[src/tx_byte_buffer_autoflush_top_defines.svh]
// assertion macros for the transmit byte buffer
// no dependencies; expects clk and rst_n in the scope of each use
`ifndef TX_BYTE_BUFFER_AUTOFLUSH_TOP_DEFINES_SVH
`define TX_BYTE_BUFFER_AUTOFLUSH_TOP_DEFINES_SVH
`ifndef SYNTHESIS
`define TBAF_ASSERT_IMPL(name, ante, cons, msg) \
    name: assert property (@(posedge clk) disable iff (!rst_n) (ante) |-> (cons)) \
        else $error(msg);
`define TBAF_ASSERT_NEXT(name, ante, cons, msg) \
    name: assert property (@(posedge clk) disable iff (!rst_n) (ante) |=> (cons)) \
        else $error(msg);
`else
`define TBAF_ASSERT_IMPL(name, ante, cons, msg)
`define TBAF_ASSERT_NEXT(name, ante, cons, msg)
`endif
`endif

[src/tbaf_pkg.sv]
// shared codes, defaults and control structs of the transmit byte buffer
// no dependencies
package tbaf_pkg;

    localparam int DEPTH_DEF = 32;

    localparam logic [1:0] OP_PUT      = 2'd0;
    localparam logic [1:0] OP_SEND     = 2'd1;
    localparam logic [1:0] OP_SEND_ALL = 2'd2;
    localparam logic [1:0] OP_PUT_SEND = 2'd3;

    localparam logic [1:0] ACT_HOLD   = 2'd0;
    localparam logic [1:0] ACT_FLUSH  = 2'd1;
    localparam logic [1:0] ACT_REPORT = 2'd2;
    localparam logic [1:0] ACT_RESET  = ACT_FLUSH;

    localparam logic [1:0] KIND_SINGLE = 2'd0;
    localparam logic [1:0] KIND_FLUSH  = 2'd1;
    localparam logic [1:0] KIND_REPORT = 2'd2;

    // controller to datapath
    typedef struct packed {
        logic accept;
        logic ld_run;
        logic ld_send;
        logic sel_send;
    } ctl_cmd_t;

    // datapath to controller
    typedef struct packed {
        logic run_go;
        logic send_go;
        logic run_last;
        logic send_pend;
        logic out_free;
    } ctl_sts_t;

endpackage

[src/tbaf_if.sv]
// request and result channel interfaces of the transmit byte buffer
// no dependencies
interface tbaf_cmd_if;
    logic       valid;
    logic       ready;
    logic [1:0] op;
    logic [7:0] data_byte;

    modport source (output valid, output op, output data_byte, input ready);
    modport sink (input valid, input op, input data_byte, output ready);
endinterface

interface tbaf_rsp_if;
    logic       valid;
    logic       ready;
    logic [7:0] out_byte;
    logic       out_valid;
    logic [1:0] out_kind;
    logic       out_last;
    logic       now_empty;
    logic       now_full;

    modport source (output valid, output out_byte, output out_valid, output out_kind,
                    output out_last, output now_empty, output now_full, input ready);
    modport sink (input valid, input out_byte, input out_valid, input out_kind,
                  input out_last, input now_empty, input now_full, output ready);
endinterface

[src/tbaf_ctrl.sv]
// sequencer of the transmit byte buffer: accepts requests, paces result runs
// depends on tbaf_pkg
module tbaf_ctrl (
    input  logic               clk,
    input  logic               rst_n,
    input  logic               in_valid,
    output logic               in_ready,
    input  tbaf_pkg::ctl_sts_t sts,
    output tbaf_pkg::ctl_cmd_t cmd
);

    typedef enum logic [2:0] {
        S_IDLE,
        S_RUN_FETCH,
        S_RUN_EMIT,
        S_SEND_FETCH,
        S_SEND_EMIT
    } state_t;

    state_t state_reg;
    state_t state_next;

    always_ff @(posedge clk or negedge rst_n)
    begin
        if (!rst_n)
        begin
            state_reg <= S_IDLE;
        end
        else
        begin
            state_reg <= state_next;
        end
    end

    assign in_ready = (state_reg == S_IDLE);

    always_comb
    begin
        state_next   = state_reg;
        cmd.accept   = 1'b0;
        cmd.ld_run   = 1'b0;
        cmd.ld_send  = 1'b0;
        cmd.sel_send = (state_reg == S_SEND_FETCH) || (state_reg == S_SEND_EMIT);
        case (state_reg)
            S_IDLE:
            begin
                if (in_valid)
                begin
                    cmd.accept = 1'b1;
                    if (sts.run_go)
                    begin
                        state_next = S_RUN_FETCH;
                    end
                    else if (sts.send_go)
                    begin
                        state_next = S_SEND_FETCH;
                    end
                end
            end
            S_RUN_FETCH:
            begin
                state_next = S_RUN_EMIT;
            end
            S_RUN_EMIT:
            begin
                if (sts.out_free)
                begin
                    cmd.ld_run = 1'b1;
                    if (!sts.run_last)
                    begin
                        state_next = S_RUN_FETCH;
                    end
                    else if (sts.send_pend)
                    begin
                        state_next = S_SEND_FETCH;
                    end
                    else
                    begin
                        state_next = S_IDLE;
                    end
                end
            end
            S_SEND_FETCH:
            begin
                state_next = S_SEND_EMIT;
            end
            S_SEND_EMIT:
            begin
                if (sts.out_free)
                begin
                    cmd.ld_send = 1'b1;
                    state_next  = S_IDLE;
                end
            end
            default:
            begin
                state_next = S_IDLE;
            end
        endcase
    end

endmodule

[src/tbaf_dpath.sv]
// datapath of the transmit byte buffer: positions, byte store, result register
// depends on tbaf_pkg and tx_byte_buffer_autoflush_top_defines.svh
`include "tx_byte_buffer_autoflush_top_defines.svh"
module tbaf_dpath #(
    parameter int DEPTH = tbaf_pkg::DEPTH_DEF
) (
    input  logic               clk,
    input  logic               rst_n,
    input  logic               cfg_wr_en,
    input  logic [1:0]         cfg_wr_data,
    input  logic [1:0]         op,
    input  logic [7:0]         data_byte,
    input  tbaf_pkg::ctl_cmd_t cmd,
    output tbaf_pkg::ctl_sts_t sts,
    output logic               rsp_valid,
    input  logic               rsp_ready,
    output logic [7:0]         out_byte,
    output logic               out_valid,
    output logic [1:0]         out_kind,
    output logic               out_last,
    output logic               now_empty,
    output logic               now_full
);

    localparam int PW = $clog2(DEPTH + 1);
    localparam int AW = $clog2(DEPTH);
    localparam logic [PW-1:0] DEPTH_P = PW'(DEPTH);

    logic [7:0] mem [DEPTH];
    logic [7:0] rd_data_reg;
    logic [AW-1:0] rd_addr;

    logic [1:0]    full_action_reg;
    logic [PW-1:0] wp_reg;
    logic [PW-1:0] rp_reg;
    logic          ff_reg;

    // latched request context
    logic [PW-1:0] run_idx_reg;
    logic [PW-1:0] run_end_reg;
    logic [1:0]    run_kind_reg;
    logic          send_pend_reg;
    logic          send_ok_reg;
    logic [AW-1:0] send_addr_reg;
    logic          fin_empty_reg;
    logic          fin_full_reg;

    logic          rsp_valid_reg;
    logic [7:0]    out_byte_reg;
    logic          out_valid_reg;
    logic [1:0]    out_kind_reg;
    logic          out_last_reg;
    logic          now_empty_reg;
    logic          now_full_reg;

    // request decode and position update
    logic          is_put;
    logic          send_go;
    logic          run_go;
    logic          put_run;
    logic          all_run;
    logic          clr_after;
    logic          send_ok;
    logic          run_last;
    logic          out_free;
    logic          ffb;
    logic          ffc;
    logic          fff;
    logic [1:0]    run_kind_next;
    logic [PW-1:0] wpa;
    logic [PW-1:0] rpa;
    logic [PW-1:0] wpb;
    logic [PW-1:0] wpc;
    logic [PW-1:0] rpc;
    logic [PW-1:0] rpd;
    logic [PW-1:0] wpf;
    logic [PW-1:0] rpf;

    always_comb
    begin
        is_put = (op == tbaf_pkg::OP_PUT) || (op == tbaf_pkg::OP_PUT_SEND);
        send_go = (op == tbaf_pkg::OP_SEND) || (op == tbaf_pkg::OP_PUT_SEND);
        // a put into a full buffer discards everything first
        wpa = (is_put && ff_reg) ? '0 : wp_reg;
        rpa = (is_put && ff_reg) ? '0 : rp_reg;
        wpb = is_put ? wpa + PW'(1) : wpa;
        ffb = is_put ? (wpb == DEPTH_P) : ff_reg;
        put_run = is_put && ffb &&
                  ((full_action_reg == tbaf_pkg::ACT_FLUSH) ||
                   (full_action_reg == tbaf_pkg::ACT_REPORT));
        all_run = (op == tbaf_pkg::OP_SEND_ALL) && (rp_reg < wp_reg);
        run_go = put_run || all_run;
        run_kind_next = (is_put && (full_action_reg == tbaf_pkg::ACT_REPORT)) ?
                        tbaf_pkg::KIND_REPORT : tbaf_pkg::KIND_FLUSH;
        clr_after = (put_run && (full_action_reg == tbaf_pkg::ACT_FLUSH)) ||
                    (op == tbaf_pkg::OP_SEND_ALL);
        wpc = clr_after ? '0 : wpb;
        rpc = clr_after ? '0 : rpa;
        ffc = clr_after ? 1'b0 : ffb;
        send_ok = rpc < wpc;
        rpd = rpc + PW'(1);
        wpf = wpc;
        rpf = rpc;
        fff = ffc;
        if (send_go)
        begin
            if (send_ok && (rpd != wpc))
            begin
                rpf = rpd;
            end
            else
            begin
                wpf = '0;
                rpf = '0;
                fff = 1'b0;
            end
        end
    end

    always_ff @(posedge clk or negedge rst_n)
    begin
        if (!rst_n)
        begin
            full_action_reg <= tbaf_pkg::ACT_RESET;
            wp_reg          <= '0;
            rp_reg          <= '0;
            ff_reg          <= 1'b0;
            run_idx_reg     <= '0;
            run_end_reg     <= '0;
            run_kind_reg    <= tbaf_pkg::KIND_FLUSH;
            send_pend_reg   <= 1'b0;
            send_ok_reg     <= 1'b0;
            send_addr_reg   <= '0;
            fin_empty_reg   <= 1'b1;
            fin_full_reg    <= 1'b0;
        end
        else
        begin
            if (cfg_wr_en)
            begin
                full_action_reg <= cfg_wr_data;
            end
            if (cmd.accept)
            begin
                wp_reg        <= wpf;
                rp_reg        <= rpf;
                ff_reg        <= fff;
                run_idx_reg   <= rpa;
                run_end_reg   <= wpb;
                run_kind_reg  <= run_kind_next;
                send_pend_reg <= send_go;
                send_ok_reg   <= send_ok;
                send_addr_reg <= rpc[AW-1:0];
                fin_empty_reg <= (rpf == wpf);
                fin_full_reg  <= fff;
            end
            else if (cmd.ld_run)
            begin
                run_idx_reg <= run_idx_reg + PW'(1);
            end
        end
    end

    // byte store, registered read
    assign rd_addr = cmd.sel_send ? send_addr_reg : run_idx_reg[AW-1:0];

    always_ff @(posedge clk)
    begin
        if (cmd.accept && is_put)
        begin
            mem[wpa[AW-1:0]] <= data_byte;
        end
        rd_data_reg <= mem[rd_addr];
    end

    assign run_last = (run_idx_reg + PW'(1)) == run_end_reg;
    assign out_free = !rsp_valid_reg || rsp_ready;

    assign sts = '{
        run_go:    run_go,
        send_go:   send_go,
        run_last:  run_last,
        send_pend: send_pend_reg,
        out_free:  out_free
    };

    // result register
    always_ff @(posedge clk or negedge rst_n)
    begin
        if (!rst_n)
        begin
            rsp_valid_reg <= 1'b0;
        end
        else if (cmd.ld_run || cmd.ld_send)
        begin
            rsp_valid_reg <= 1'b1;
        end
        else if (rsp_ready)
        begin
            rsp_valid_reg <= 1'b0;
        end
    end

    // end-of-request flags travel with each result so a new request cannot change them
    always_ff @(posedge clk)
    begin
        if (cmd.ld_run)
        begin
            out_byte_reg  <= rd_data_reg;
            out_valid_reg <= 1'b1;
            out_kind_reg  <= run_kind_reg;
            out_last_reg  <= run_last && !send_pend_reg;
            now_empty_reg <= fin_empty_reg;
            now_full_reg  <= fin_full_reg;
        end
        else if (cmd.ld_send)
        begin
            out_byte_reg  <= send_ok_reg ? rd_data_reg : 8'd0;
            out_valid_reg <= send_ok_reg;
            out_kind_reg  <= tbaf_pkg::KIND_SINGLE;
            out_last_reg  <= 1'b1;
            now_empty_reg <= fin_empty_reg;
            now_full_reg  <= fin_full_reg;
        end
    end

    assign rsp_valid = rsp_valid_reg;
    assign out_byte  = out_byte_reg;
    assign out_valid = out_valid_reg;
    assign out_kind  = out_kind_reg;
    assign out_last  = out_last_reg;
    assign now_empty = now_empty_reg;
    assign now_full  = now_full_reg;

    `TBAF_ASSERT_IMPL(a_no_overwrite, cmd.ld_run || cmd.ld_send, out_free, "overwrite")
    `TBAF_ASSERT_NEXT(a_load_shows, cmd.ld_run || cmd.ld_send, rsp_valid_reg, "result not shown")
    `TBAF_ASSERT_IMPL(a_full_at_end, ff_reg, wp_reg == DEPTH_P, "full flag away from end")
    `TBAF_ASSERT_IMPL(a_rp_le_wp, 1'b1, rp_reg <= wp_reg, "read position past write position")
    `TBAF_ASSERT_IMPL(a_empty_zero, rp_reg == wp_reg, wp_reg == '0, "empty buffer not rewound")

endmodule

[src/tx_byte_buffer_autoflush_top.sv]
// top level of the transmit byte buffer with action on full
// depends on tbaf_pkg, tbaf_if, tbaf_ctrl and tbaf_dpath
// sequence: a put with no result leaves the sequencer idle; a single send has its result
//   valid once send emit loads it, and the next request goes in after that, back in idle
// per byte: a registered store read (fetch) and then a load into the result register
//   (emit), which waits while it is full; input is held through the run and trailing send
// reset: positions and full flag cleared, full_action set to flush; store not cleared
module tx_byte_buffer_autoflush_top #(
    parameter int DEPTH = tbaf_pkg::DEPTH_DEF
) (
    input  logic        clk,
    input  logic        rst_n,
    input  logic        cfg_wr_en,
    input  logic [1:0]  cfg_wr_data,
    tbaf_cmd_if.sink    cmd,
    tbaf_rsp_if.source  rsp
);

    // command and status between sequencer and datapath
    tbaf_pkg::ctl_cmd_t ctl_cmd;
    tbaf_pkg::ctl_sts_t ctl_sts;

    // sequencer: takes a request only when idle, then walks the result run
    // (fetch a byte, then load it into the result register when it is free)
    tbaf_ctrl u_ctrl (
        .clk      (clk),
        .rst_n    (rst_n),
        .in_valid (cmd.valid),
        .in_ready (cmd.ready),
        .sts      (ctl_sts),
        .cmd      (ctl_cmd)
    );

    // datapath: positions are updated to the end-of-request value when the
    // request is taken; the run bounds and the pending send are latched so the
    // results stream out afterwards, all carrying the final empty/full flags
    tbaf_dpath #(
        .DEPTH (DEPTH)
    ) u_dpath (
        .clk         (clk),
        .rst_n       (rst_n),
        .cfg_wr_en   (cfg_wr_en),
        .cfg_wr_data (cfg_wr_data),
        .op          (cmd.op),
        .data_byte   (cmd.data_byte),
        .cmd         (ctl_cmd),
        .sts         (ctl_sts),
        .rsp_valid   (rsp.valid),
        .rsp_ready   (rsp.ready),
        .out_byte    (rsp.out_byte),
        .out_valid   (rsp.out_valid),
        .out_kind    (rsp.out_kind),
        .out_last    (rsp.out_last),
        .now_empty   (rsp.now_empty),
        .now_full    (rsp.now_full)
    );

endmodule
[src/flat_wrapper.sv]
// flat-port wrapper written by rule: the top's interface ports become plain ports
module tx_byte_buffer_autoflush_top_flat 
#(
    parameter int DEPTH = tbaf_pkg::DEPTH_DEF
)
  (clk, rst_n, cfg_wr_en, cfg_wr_data, cmd_valid, cmd_op, cmd_data_byte, cmd_ready, rsp_valid, rsp_out_byte, rsp_out_valid, rsp_out_kind, rsp_out_last, rsp_now_empty, rsp_now_full, rsp_ready);
  tbaf_cmd_if cmd_i ();
  tbaf_rsp_if rsp_i ();
  input  logic clk;
  input  logic rst_n;
  input  logic cfg_wr_en;
  input  logic [1:0] cfg_wr_data;
  input wire logic [$bits(cmd_i.valid)-1:0] cmd_valid;
  input wire logic [$bits(cmd_i.op)-1:0] cmd_op;
  input wire logic [$bits(cmd_i.data_byte)-1:0] cmd_data_byte;
  output wire logic [$bits(cmd_i.ready)-1:0] cmd_ready;
  output wire logic [$bits(rsp_i.valid)-1:0] rsp_valid;
  output wire logic [$bits(rsp_i.out_byte)-1:0] rsp_out_byte;
  output wire logic [$bits(rsp_i.out_valid)-1:0] rsp_out_valid;
  output wire logic [$bits(rsp_i.out_kind)-1:0] rsp_out_kind;
  output wire logic [$bits(rsp_i.out_last)-1:0] rsp_out_last;
  output wire logic [$bits(rsp_i.now_empty)-1:0] rsp_now_empty;
  output wire logic [$bits(rsp_i.now_full)-1:0] rsp_now_full;
  input wire logic [$bits(rsp_i.ready)-1:0] rsp_ready;
  assign cmd_i.valid = cmd_valid;
  assign cmd_i.op = cmd_op;
  assign cmd_i.data_byte = cmd_data_byte;
  assign cmd_ready = cmd_i.ready;
  assign rsp_valid = rsp_i.valid;
  assign rsp_out_byte = rsp_i.out_byte;
  assign rsp_out_valid = rsp_i.out_valid;
  assign rsp_out_kind = rsp_i.out_kind;
  assign rsp_out_last = rsp_i.out_last;
  assign rsp_now_empty = rsp_i.now_empty;
  assign rsp_now_full = rsp_i.now_full;
  assign rsp_i.ready = rsp_ready;
  tx_byte_buffer_autoflush_top #(.DEPTH(DEPTH)) u_core (.clk(clk), .rst_n(rst_n), .cfg_wr_en(cfg_wr_en), .cfg_wr_data(cfg_wr_data), .cmd(cmd_i), .rsp(rsp_i));
endmodule
[config.mk]
export PLATFORM = sky130hd
export DESIGN_NAME = tx_byte_buffer_autoflush_top_flat
export DESIGN_NICKNAME = d
export VERILOG_FILES = /design/src/tbaf_pkg.sv /design/src/tbaf_if.sv /design/src/tbaf_ctrl.sv /design/src/tbaf_dpath.sv /design/src/tx_byte_buffer_autoflush_top.sv /design/src/flat_wrapper.sv
export VERILOG_INCLUDE_DIRS = /design/src /design/src/src
export SDC_FILE = /design/constraint.sdc
export NUM_CORES = 1
export LEC_CHECK = 0
export ABC_AREA = 1
export BUFFER_PORTS_ARGS = -buffer_cell sky130_fd_sc_hd__buf_2
export CORE_MARGIN = 2
export CORE_UTILIZATION = 51
export DETAILED_ROUTE_END_ITERATION = 16
export PLACE_DENSITY_LB_ADDON = 0.08
export SETUP_SLACK_MARGIN = 0.2
export SLEW_MARGIN = 20
export SYNTH_ARGS = -nofsm -noshare
export SYNTH_HDL_FRONTEND = slang
export SYNTH_SLANG_ARGS = --single-unit
[constraint.sdc]
create_clock -name clk -period 4.5 [get_ports clk]
set_input_delay 0.675 -clock clk [delete_from_list [all_inputs] [get_ports clk]]
set_output_delay 0.675 -clock clk [all_outputs]
set_load 0.01 [all_outputs]
==> qor.yml <==
run_status:
  outcome: "completed"
yosys:
  syn_area_um2: 13800
  synth_compound_area_share_pct: 12.8
  synth_simple_gate_area_share_pct: 13.3
  synth_top_area_share_pct: 58.5
  synth_cell_types: 48
  synth.mux.area_fraction_pct: 0
  synth_cells: 1197
  ys_seq_area_share_pct: 67.2
  synthXorXnorAreaFrac_pct: 0.570
  syn_nets: 1235
  synth_top_family_by_area: "simple AND/OR/NAND/NOR gates"
  synth_edf_count: 269
  yosys.area_share.adder_pct: 1.90
  synth_top_cell_by_area: "edfxtp_1"
  synth-seq-cells: 319
  synth.avg_cell_area_um2: 11.5
  yosys-top-cells-area: "edfxtp_1 (58%), dfrtp_1 (6.9%), o21ai_0 (6.0%), nor2_1 (5.4%), nand2_1 (3.5%)"
  async_flop_share_pct: 12.9
  synth-warning-count: 0
  ys.flop_type: "edfxtp_1"
power_and_ir_drop:
  total_power_mw: 10.1
  cellLeakagePower_nw: 5.54
  power_density_nw_per_um2: 649
  ir_drop_mv: 0.395
drt:
  vias: 9275
  drt_wl_total_um: 34600
  drt_iter0_markers: 1087
  wl_per_cell_um: 21.6
  dr.pass1.iters: 5
  viasPerCell: 5.80
  antenna_left: 0
  drc: 0
clock_tree:
  cts_tree: "done"
  cts_made_buffers: 34
  clk_latency_ns: 0.50
  clkTransAtPathRegs_ns: 0.06
  ctsLongestPathBuffers: 3
  ctsHoldBuffers: 0
  h-tree-depth: 2
  clock-root-buffer: "clkbuf_16"
  clkSinkCount: 319
global_routing:
  grt_use_total_pct: 24.6
  grtUsageMet3_pct: 3.74
  grt_max_degree: 71
  grt_util_met2_pct: 37.0
  first_global_vias: 8726
  antenna_found_initial: 0
  grt_overflow_total: 0
  gr-usage-met1_pct: 37.9
  grt_busiest_layer: "met1"
  grt_pass1_wl_um: 52700
worst_setup_path:
  slowest_stage: "ha_1"
  critPathRequiredTime_ns: 4.94
  worstSetupStartpointType: "input port"
  path_buf_inv: 7
  path_class: "input port to flip-flop"
  critPathMaxStageDelay_ns: 0.34
  cp_max_fo: 9
  end_kind: "flip-flop"
  path_delay_family: "simple AND/OR/NAND/NOR gates"
  arrival_ns: 4.37
  path_common_cell: "nand2_1"
job:
  cap_violations: 0
place:
  dpl_worst_slack_ns: -0.0453
  dp_cells: 1536
  dp_hpwl_um: 21600
  routabilityCongestion: 0.867
  numPortBuffers: 32
final_layout:
  largest_register_ffs: 256
  diodes: 0
  ff_latch_area_um2: 9290
  final_cells: 1600
  multi_input_area_um2: 4000
  fill_cells: 2231
  syn_to_final_growth_pct: 12.1
  layout-drive-gt1-share_pct: 12.8
  nets: 1272
sta:
  hold_violations: 0
  tightest_slew_ns: 0.973
  rsz0062_at_grt: "false"
  period_needed_ns: 3.93
  tns_ns: 0
  drv_slew: 0
  fin_crit_sh_pct: 87.4
  fmax_mhz: 254
  setup_ws_ns: 0.568
  relSlewSlack_pct: 35.2
  skew_ns: 0.0126
  setup_viol: 0
die:
  rows: 60
  fp.dieArea_um2: 28400
  dieWidth_um: 169
  die_y_um: 169
  design.core.area_um2: 26800
  start_util_pct: 51.6
  io_pins: 33
hold_path:
  hp-class: "input port to asynchronous set/reset pin"
[synth_stat cells, drive strengths merged, types with 2 or more instances]
cell,n
edfxtp,269
nor2,209
o21ai,171
nand2,140
inv,81
clkbuf,57
o221ai,52
nand3,50
dfrtp,38
ha,21
o22ai,16
o211ai,15
a31oi,14
dfxtp,9
nand4,9
xor2,6
a21oi,5
buf,5
nor3,4
o21a,4
o31ai,4
dfstp,3
nand3b,3
xnor2,3
a311oi,2
o211a,2
[power breakdown]
part	switching (mW)	total [mW]	internal, mW
clock network	1.09	2.57	1.48
logic	2.65	3.83	1.17
registers	0.150	3.65	3.50
[layout make-up]
cell class,instances,area share (%)
Multi-Input combinational cell,734,25.8
Tap cell,341,2.75
Clock inverter,13,0.420
Clock buffer,48,6.16
Timing Repair Buffer,63,2.86
Inverter,82,2.03
Sequential cell,319,60.0
[path summary, 6_finish.rpt]
kind	to	slack, ns	cells past startpoint	start
min in group clk	u_core.u_dpath.full_action_reg[0]	0.38	2	cfg_wr_en
hold reg to reg	u_core.u_dpath.out_valid	0.47	2	u_core.u_dpath.out_valid
setup / recovery	u_core.u_dpath.fin_empty_reg	0.57	31	cmd_op[0]
max in group asynchronous	u_core.u_dpath.rp_reg[4]	3.55	1	rst_n
setup reg to reg	u_core.u_dpath.fin_empty_reg	0.71	28	u_core.u_dpath.fin_full_reg
hold / removal	u_core.u_dpath.run_idx_reg[0]	0.32	1	rst_n
[per-layer routing]
layer  share of wire, %  wire length [um]
met3                6.1              2130
met1                 47             16300
met4                1.8               636
met5                  0                 0
met2                 45             15600
[layout by cell type, fill, tap and decap left out, types with 10 or more instances in the layout]
master / count
o221ai_1: 52
ha_1: 21
nor2_1: 196
o211ai_1: 15
o21ai_0: 164
buf_4: 27
a31oi_1: 14
o22ai_1: 16
clkbuf_16: 35
clkbuf_1: 10
edfxtp_1: 269
inv_1: 72
dfrtp_1: 38
buf_2: 32
clkinv_2: 10
nand3_1: 43
nand2_1: 129
[cells by family after synthesis]
family | Yosys count
flip-flops | 319
buffers and inverters | 144
AO/OA/AOI/OAI | 289
adder cells (fa/ha/maj) | 21
XOR/XNOR | 9
AND/OR/NAND/NOR | 415
[stage by stage]
| step | hold slack, ns | cell area (um^2) | utilization (%) |
|---|---|---|---|
| detailed placement | 0.461 | 14400 | 53.8 |
| global route | 0.384 | 15500 | 57.8 |
| CTS | 0.360 | 15400 | 57.6 |
| finish | 0.325 | 15500 | 57.8 |
| floorplan | 0.379 | 13800 | - |
| global placement | 0.451 | 14400 | 53.8 |
[timing repair]
item	CTS	global route
endpoints found under the setup margin	0	7
gates resized for setup	0	6
buffers inserted	0	3
Power figures use the tool's default switching activity.
